<file path="config.mk">
export PLATFORM = sky130hd
export DESIGN_NAME = sd_spi_tx_framer
export DESIGN_NICKNAME = d
export VERILOG_FILES = /design/src/hdl/sdtx_pkg.sv /design/src/hdl/sdtx_ctrl.sv /design/src/hdl/sdtx_seq.sv /design/src/hdl/sd_spi_tx_framer.sv
export SDC_FILE = /design/constraint.sdc
export NUM_CORES = 1
export LEC_CHECK = 0
export ABC_CLOCK_PERIOD_IN_PS = 3100
export BUFFER_PORTS_ARGS = -buffer_cell sky130_fd_sc_hd__buf_2
export CAP_MARGIN = 20
export CORE_UTILIZATION = 58
export DETAILED_ROUTE_END_ITERATION = 10
export PLACE_DENSITY = 0.81
export SLEW_MARGIN = 40
export SYNTH_ARGS = -nofsm -noshare
export SYNTH_HDL_FRONTEND = slang
export SYNTH_SLANG_ARGS = --single-unit
</file>
<file path="constraint.sdc">
create_clock -name clk -period 3.1 [get_ports clk]
set_input_delay 0.465 -clock clk [delete_from_list [all_inputs] [get_ports clk]]
set_output_delay 0.465 -clock clk [all_outputs]
set_load 0.01 [all_outputs]
</file>
<file path="src/hdl/sdtx_pkg.sv">
package sdtx_pkg;

  localparam int MAX_BLOCK_BYTES = 512;
  localparam int LEN_W = 10;

  localparam logic [7:0] PAD_BYTE    = 8'hFF;
  localparam logic [7:0] START_TOKEN = 8'hFE;
  localparam logic [7:0] CMD_PREFIX  = 8'h40;

  localparam logic [LEN_W-1:0] LEN_RESET = LEN_W'(512);

  typedef enum logic [1:0] {
    OP_CMD    = 2'd0,
    OP_START  = 2'd1,
    OP_DATA   = 2'd2,
    OP_FINISH = 2'd3
  } op_t;

  typedef enum logic [1:0] {
    RUN_CMD,
    RUN_SINGLE,
    RUN_CRC
  } run_kind_t;

  // one run of output bytes produced by one accepted word
  typedef struct packed {
    run_kind_t   kind;
    logic [39:0] payload;
    logic        rejected;
  } run_desc_t;

endpackage

</file>
<file path="src/hdl/sdtx_ctrl.sv">
module sdtx_ctrl
  import sdtx_pkg::*;
(
  input  logic             clk,
  input  logic             rst,
  input  logic             cfg_we,
  input  logic [LEN_W-1:0] cfg_wdata,
  input  logic             accept,
  input  logic [1:0]       operation,
  input  logic [5:0]       cmd_index,
  input  logic [31:0]      argument,
  input  logic [7:0]       data_byte,
  output logic             emit,
  output run_desc_t        desc
);

  logic [15:0]      crc;
  logic [15:0]      crc_next;
  logic [LEN_W-1:0] count;
  logic [LEN_W-1:0] count_next;
  logic             in_block;
  logic             in_block_next;
  logic [LEN_W-1:0] block_length;
  logic [LEN_W-1:0] eff_len;
  logic             full;
  op_t              op;

  function automatic logic [15:0] crc16_byte(input logic [15:0] c_in, input logic [7:0] b);
    logic [15:0] c;
    c = c_in ^ {b, 8'h00};
    for (int k = 0; k < 8; k++) begin
      if (c[15]) begin
        c = {c[14:0], 1'b0} ^ 16'h1021;
      end else begin
        c = {c[14:0], 1'b0};
      end
    end
    return c;
  endfunction

  assign op = op_t'(operation);

  always_comb begin
    eff_len = block_length;
    if (block_length == '0) begin
      eff_len = LEN_W'(1);
    end else if (block_length > LEN_W'(MAX_BLOCK_BYTES)) begin
      eff_len = LEN_W'(MAX_BLOCK_BYTES);
    end
  end

  assign full = (count >= eff_len);

  always_comb begin
    crc_next      = crc;
    count_next    = count;
    in_block_next = in_block;
    emit          = 1'b1;
    desc.kind     = RUN_SINGLE;
    desc.payload  = '0;
    desc.rejected = 1'b0;
    unique case (op)
      OP_CMD: begin
        desc.kind    = RUN_CMD;
        desc.payload = {CMD_PREFIX | {2'b00, cmd_index}, argument};
      end
      OP_START: begin
        crc_next      = '0;
        count_next    = '0;
        in_block_next = 1'b1;
        desc.payload  = {START_TOKEN, 32'h0};
      end
      OP_DATA: begin
        if (!in_block || full) begin
          desc.rejected = 1'b1;
        end else begin
          crc_next     = crc16_byte(crc, data_byte);
          count_next   = count + LEN_W'(1);
          desc.payload = {data_byte, 32'h0};
        end
      end
      OP_FINISH: begin
        if (!in_block) begin
          emit = 1'b0;
        end else if (!full) begin
          crc_next     = crc16_byte(crc, PAD_BYTE);
          count_next   = count + LEN_W'(1);
          desc.payload = {PAD_BYTE, 32'h0};
        end else begin
          in_block_next = 1'b0;
          desc.kind     = RUN_CRC;
          desc.payload  = {crc, 24'h0};
        end
      end
      default: begin
        emit = 1'b0;
      end
    endcase
  end

  always_ff @(posedge clk) begin
    if (rst) begin
      crc          <= '0;
      count        <= '0;
      in_block     <= 1'b0;
      block_length <= LEN_RESET;
    end else begin
      if (cfg_we) begin
        block_length <= cfg_wdata;
      end
      if (accept) begin
        crc      <= crc_next;
        count    <= count_next;
        in_block <= in_block_next;
      end
    end
  end

endmodule

</file>
<file path="src/hdl/sdtx_seq.sv">
module sdtx_seq
  import sdtx_pkg::*;
(
  input  logic      clk,
  input  logic      rst,
  input  logic      load,
  input  run_desc_t desc_in,
  output logic      free,
  output logic      result_valid,
  input  logic      result_stall,
  output logic [7:0] tx_byte,
  output logic      last,
  output logic      rejected,
  output logic      crc_sent
);

  logic       vld;
  run_desc_t  desc;
  logic [2:0] pos;
  logic [6:0] c7;
  logic       take;

  function automatic logic [6:0] crc7_byte(input logic [6:0] c_in, input logic [7:0] b);
    logic [6:0] c;
    logic       fb;
    c = c_in;
    for (int k = 7; k >= 0; k--) begin
      fb = b[k] ^ c[6];
      c  = {c[5:0], 1'b0};
      if (fb) begin
        c = c ^ 7'h09;
      end
    end
    return c;
  endfunction

  always_comb begin
    tx_byte = PAD_BYTE;
    last    = 1'b1;
    case (desc.kind)
      RUN_CMD: begin
        last = (pos == 3'd7);
        case (pos)
          3'd1:    tx_byte = desc.payload[39:32];
          3'd2:    tx_byte = desc.payload[31:24];
          3'd3:    tx_byte = desc.payload[23:16];
          3'd4:    tx_byte = desc.payload[15:8];
          3'd5:    tx_byte = desc.payload[7:0];
          3'd6:    tx_byte = {c7, 1'b1};
          default: tx_byte = PAD_BYTE;
        endcase
      end
      RUN_CRC: begin
        last    = (pos == 3'd1);
        tx_byte = pos[0] ? desc.payload[31:24] : desc.payload[39:32];
      end
      default: begin
        tx_byte = desc.payload[39:32];
      end
    endcase
  end

  assign rejected     = (desc.kind == RUN_SINGLE) && desc.rejected;
  assign crc_sent     = (desc.kind == RUN_CRC);
  assign result_valid = vld;
  assign take         = vld && !result_stall;
  assign free         = !vld || (take && last);

  always_ff @(posedge clk) begin
    if (rst) begin
      vld <= 1'b0;
    end else if (load) begin
      vld <= 1'b1;
    end else if (take && last) begin
      vld <= 1'b0;
    end
  end

  always_ff @(posedge clk) begin
    if (load) begin
      desc <= desc_in;
      pos  <= '0;
      c7   <= '0;
    end else if (take && !last) begin
      pos <= pos + 3'd1;
      // command bytes one to five feed the crc7
      if (pos >= 3'd1 && pos <= 3'd5) begin
        c7 <= crc7_byte(c7, tx_byte);
      end
    end
  end

endmodule

</file>
<file path="src/hdl/sd_spi_tx_framer.sv">
// the first byte of a word appears in the cycle after the word is taken
// throughput: one word per cycle when result_stall is low, bounded by the output
// byte sequencer: a command is eight bytes, a crc close two, anything else one
// a finish with no block open produces nothing
// rst (synchronous) clears crc, byte count and block state, block_length to 512
module sd_spi_tx_framer
  import sdtx_pkg::*;
(
  input  logic             clk,
  input  logic             rst,
  input  logic             cfg_we,
  input  logic [LEN_W-1:0] cfg_wdata,
  input  logic             item_valid,
  output logic             item_stall,
  input  logic [1:0]       operation,
  input  logic [5:0]       cmd_index,
  input  logic [31:0]      argument,
  input  logic [7:0]       data_byte,
  output logic             result_valid,
  input  logic             result_stall,
  output logic [7:0]       tx_byte,
  output logic             last,
  output logic             rejected,
  output logic             crc_sent
);

  logic      accept;
  logic      emit;
  logic      free;
  run_desc_t desc;

  assign item_stall = !free;
  assign accept     = item_valid && free;

  sdtx_ctrl u_ctrl (
    .clk       (clk),
    .rst       (rst),
    .cfg_we    (cfg_we),
    .cfg_wdata (cfg_wdata),
    .accept    (accept),
    .operation (operation),
    .cmd_index (cmd_index),
    .argument  (argument),
    .data_byte (data_byte),
    .emit      (emit),
    .desc      (desc)
  );

  sdtx_seq u_seq (
    .clk          (clk),
    .rst          (rst),
    .load         (accept && emit),
    .desc_in      (desc),
    .free         (free),
    .result_valid (result_valid),
    .result_stall (result_stall),
    .tx_byte      (tx_byte),
    .last         (last),
    .rejected     (rejected),
    .crc_sent     (crc_sent)
  );

endmodule
</file>
# == Word-level counts from Yosys, hierarchy flattened ==
# Cells that the tools add are included.
# Widths: inputs -> output; s select.
# op_classes
n_addsub,2
multipliers,0
n_div,0
n_lt_le_gt_ge,4
n_eq_ne,15
shifts,0
mux,108
bitwise_logic,34
n_reduce_logical,23
# ops
cell,count
$mux 16,38
$mux 13,16
$pmux 40 s4,1
$mux 7,21
$mux 40,2
$mux 10,5
$not 3->3,16
$pmux 16 s3,1
$pmux 8 s6,1
$mux 42,1
$mux 4,8
$pmux 10 s3,1
$not 2->2,8
$pmux 8 s2,1
$xor 16x16->16,1
$eq 3x3->1 const B,4
$add 10x1->10 const B,1
$ge 10x10->1,1
$gt 10x10->1 const B,1
$logic_not 10->1,1
$mux 8,1
$not 8->8,1
$xor 1x1->1,8
$logic_and 1x1->1,7
other kinds (20),40
# word_totals
ff_bits,91
latchBits,0
ramBits,0
mem_bits_ro,0
out_inout_bits,13
elab_cells,196
memories,0

# == Longest topological paths before layout ==
# logic_depth
ltp_word,42
depth_mapped,13

# == Hierarchy ==
# A second synthesis with hierarchy kept.
# unflattened
cells_unflattened,580
hier_area_um2,5536.6
# by_module_without_submodules
mod,instances,cells_per_inst,area_per_inst_um2
sdtx_seq,1,227,2801.4
sdtx_ctrl,1,350,2717.6
sd_spi_tx_framer,1,3,17.5

# == Least setup slack after synthesis ==
# Ideal clock, no wire load.
# synth_path
path_type,flip-flop to flip-flop
start,reg u_seq.pos[0]
end,reg u_seq.c7[4]
setup_ps,75
arrival_time_ps,2696
t_required_ps,3025
setup_slack_ps,329
stages_incl_launch_ff,12
synth_period_minus_slack_ps,2771
cell_sequence,dfxtp_1 > clkbuf_1 > inv_1 > ha_1 > clkbuf_1 > a22o_1 > a222oi_1 > o211ai_1 > a221o_1 > xnor3_1 > xor2_1 > o21ai_0
# synth_via
elab_cells_between_ends,45
# synth_lines
element,line_no,source
"start, declared",sdtx_seq.sv:19,logic [2:0] pos;
"start signal, assigned",sdtx_seq.sv:85,pos <= pos + 3'd1;
"$eq 3x3->1, or another cell as far along",sdtx_seq.sv:43,case (pos)
$pmux 8 s6,sdtx_seq.sv:43,
$pmux 8 s2 *,sdtx_seq.sv:40,case (desc.kind)
named net tx_byte[1],sd_spi_tx_framer.sv:21,"output logic [7:0] tx_byte,"
$xor 1x1->1 *,sdtx_seq.sv:28,fb = b[k] ^ c[6];
$mux 4 *,sdtx_seq.sv:30,if (fb) begin
$mux 7 *,sdtx_seq.sv:87,if (pos >= 3'd1 && pos <= 3'd5) begin
$mux 7 *,sdtx_seq.sv:84,end else if (take && !last) begin
$mux 7 *,sdtx_seq.sv:80,if (load) begin
"end signal, assigned",sdtx_seq.sv:88,"c7 <= crc7_byte(c7, tx_byte);"
"end, declared",sdtx_seq.sv:20,logic [6:0] c7;
# Mark *: on every way through the listed nets, which the timed path passes. The rest lies on a longest branch. The select of a mux whose other input is x is not followed.
# A chain may end at the register's enable or synchronous reset.

# == Worst setup path in the final report ==
# layout_path
start,reg u_seq.pos[0]
end,out tx_byte[1]
# layout_via
elab_chain_len,3
elab_cells_between_ends,9
# layout_rtl
element,line_no
"$eq 3x3->1, or another cell as far along",sdtx_seq.sv:43
$pmux 8 s6,sdtx_seq.sv:43
$pmux 8 s2 *,sdtx_seq.sv:40
"end, declared",sd_spi_tx_framer.sv:21
# Mark *: on every way between the ends. The rest lies on a longest branch, timed or not.

==> impl_metrics.ini <==
[timing]
fmax_mhz = 341.1
min_period_ps = 2932
fin_tns_setup_ps = 0
hold_viol_final = 0
setup_viol = 0
worst_pin_slew_ps = 680.3
clock-skew-final_ps = 12.71
setup_ws_ps = 167.9
fin_hold_ws_ps = 312.7
drv_slew = 0
relSlewSlack_pct = 54.07
fin_crit_sh_pct = 94.58

[logic_synthesis]
synthTopCellsByArea = edfxtp_1 24%, dfxtp_1 18%, mux2i_1 5.2%, ha_1 5.1%, nor2_1 4.2%
avgSynthCellArea_um2 = 9.218
syn_inst = 588
synth_edf_count = 43
synthMostInstantiatedCell = nor2_1
ys_ff_latch = 91
synth_top_area_cell = edfxtp_1
synth_fp_nets = 673
synthFlopType = dfxtp_1
synth_warnings = 0
yosysUniqueCellTypes = 63
synth.cell_area_um2 = 5420
yosysTopAreaCellShare_pct = 23.82
synthTopCellsByCount = 60 x nor2_1, 48 x dfxtp_1, 45 x nand2_1
synth-async-reset-ratio_pct = 0
yosysSeqAreaShare_pct = 41.55

[floorplan]
core_area_um2 = 8891
fp.dieW_um = 98.67
die_area_um2 = 9736
initial_utilization_pct = 60.96
io_pins = 76
rows = 34
die_h_um = 98.67

[setup_path]
crit_fanout = 9
critPathKind = reg -> out
crit_path_start_kind = register
required_ps = 2630
cp.arrival_ps = 2470
endpoint_kind = output port

[pwr]
combinationalPowerShare_pct = 21.2
leakage_nw = 2.498
clkPwrFrac_pct = 28.7
intPower_mw = 1.912
power_frac_seq_pct = 50.1
netSwitchingFraction_pct = 31.86
power.switching_uw = 894.1
power_per_cell_area_nw_per_um2 = 460.7
ir_drop_mv = 0.3198

[global_routing]
grt_max_degree = 34
grt_pass1_vias = 4568
grt_pass1_wl_um = 22000
grt_use_total_pct = 28.67
antenna_found_initial = 0
globalRouteOverflowTotal = 0

[drt]
wl_um = 13610
drc = 0
ant_nets = 0
first_pass_iters = 6
first_iter_violations = 270
vias = 4743
wl_per_cell_um = 17.73
viasPerCell = 6.176

[finish]
design_area_um2 = 6091
utilization_pct = 68.51
syn_to_final_growth_pct = 12.37
antenna_cells = 0
drive_gt1_share_pct = 17.88
fill_cells = 708
multi_input_area_um2 = 2900
area.sequential_um2 = 2252
nets = 740

[clock_network]
cts_sinks = 91
cts_made_buffers = 9
htree_levels = 3
post_cts_resized = 0
clkSlewWorstSetupHoldPaths_ps = 100
postCtsSetupRepairBufs = 0
insertion_delay_ps = 370
cts_tree = yes
root_buffer = clkbuf_8
cts_buffer_depth = 2
cts-hold-fix-buffers = 0

[placed_design]
placed_area_um2 = 5883
io_buffers = 75
place_congestion = 0.9016
dpl_worst_slack_ps = 260.4
dp_hpwl_um = 10090

[min_path]
hp-class = in -> reg

[outcome]
status = completed

[flow_run]
max-cap-violations = 0
## critical path, stage by stage, from the launching register on
cell and delay (ps):
dfxtp_1 420, inv_1 110, ha_2 270, a22o_1 230, a222oi_1 380, o211ai_1 150
a221o_1 380, buf_2 150
## cell usage in the layout, fill, tap and decap left out, types with 4 or more instances in the layout
cell and instances:
o31ai_1 4, ha_1 20, nand2b_1 4, o211ai_1 4
nand3_1 15, a221oi_1 6, buf_4 15, a211oi_1 4
and2_1 26, dfxtp_1 48, o221ai_1 5, mux2i_1 28
a22oi_1 7, nor2b_1 6, xor2_1 20, nor3_1 14
a21oi_1 34, clkbuf_8 9, nor2_1 60, buf_2 75
nand2_1 45, o21ai_0 31, edfxtp_1 43, xnor2_1 24
a21o_1 5, a32oi_1 8, a31oi_1 4, inv_1 32
## worst paths after layout
check                                       from                                   to  slack, ps  cells past startpoint
max reg2reg  u_ctrl.block_length[1]$_SDFFE_PP0P_         u_ctrl.count[8]$_SDFFE_PP0P_        220                     11
min                                 cfg_wdata[9]  u_ctrl.block_length[9]$_SDFFE_PP1P_        310                      3
min reg2reg             u_seq.c7[3]$_SDFFE_PP0P_             u_seq.c7[3]$_SDFFE_PP0P_        520                      2
max                    u_seq.pos[0]$_SDFFE_PP0P_                           tx_byte[1]        170                      7
## per-layer routing
metal | vias to the layer above | global-route usage, % | wire length [µm]
met3 | 21 | 4.752 | 1015
met2 | 243 | 49.13 | 6767
li1 | 2245 | - | -
met5 | - | 0 | 0
met1 | 2234 | 36.11 | 5544
met4 | 0 | 11.83 | 286
## through the flow
step           instances  total power, mW
2_1_floorplan        588            1.837
3_3_place_gp         752            1.989
3_5_place_dp         752            2.013
4_1_cts              768            2.807
5_1_grt              768            2.927
6_report             768            2.806
## sequential cells by signal, indices dropped and copies added, names as in the netlist
name                 count
u_ctrl.block_length     10
u_ctrl.count            10
u_ctrl.crc              16
u_ctrl.in_block          1
u_seq.c7                 7
u_seq.desc              43
u_seq.pos                3
u_seq.result_valid       1
## cell type report
class / count / share of cell area, %
clock inverters: 7 / 1.109
clock buffers: 9 / 2.034
repair buffers: 90 / 8.012
well taps: 108 / 2.219
multi-input cells: 430 / 47.62
inverters: 33 / 2.034
flip-flops and latches: 91 / 36.98
## power groups by stage
| stage | clock network [mW] | registers, mW | logic, mW |
|---|---|---|---|
| floorplan | 0 | 1.40 | 0.437 |
| global placement | 0 | 1.43 | 0.561 |
| detailed placement | 0 | 1.43 | 0.582 |
| CTS | 0.818 | 1.40 | 0.586 |
| global route | 0.859 | 1.41 | 0.654 |
| finish | 0.805 | 1.41 | 0.594 |
## logic make-up after synthesis
group | count (synthesis) | synth area share (%)
simple gates | 195 | 17.52
flops | 91 | 41.55
mux | 29 | 5.379
buf+inv | 67 | 5.240
xor+xnor | 46 | 7.941
fa+ha+maj | 22 | 5.078
compound gates | 138 | 17.29
(Power assumes the default switching activity.)
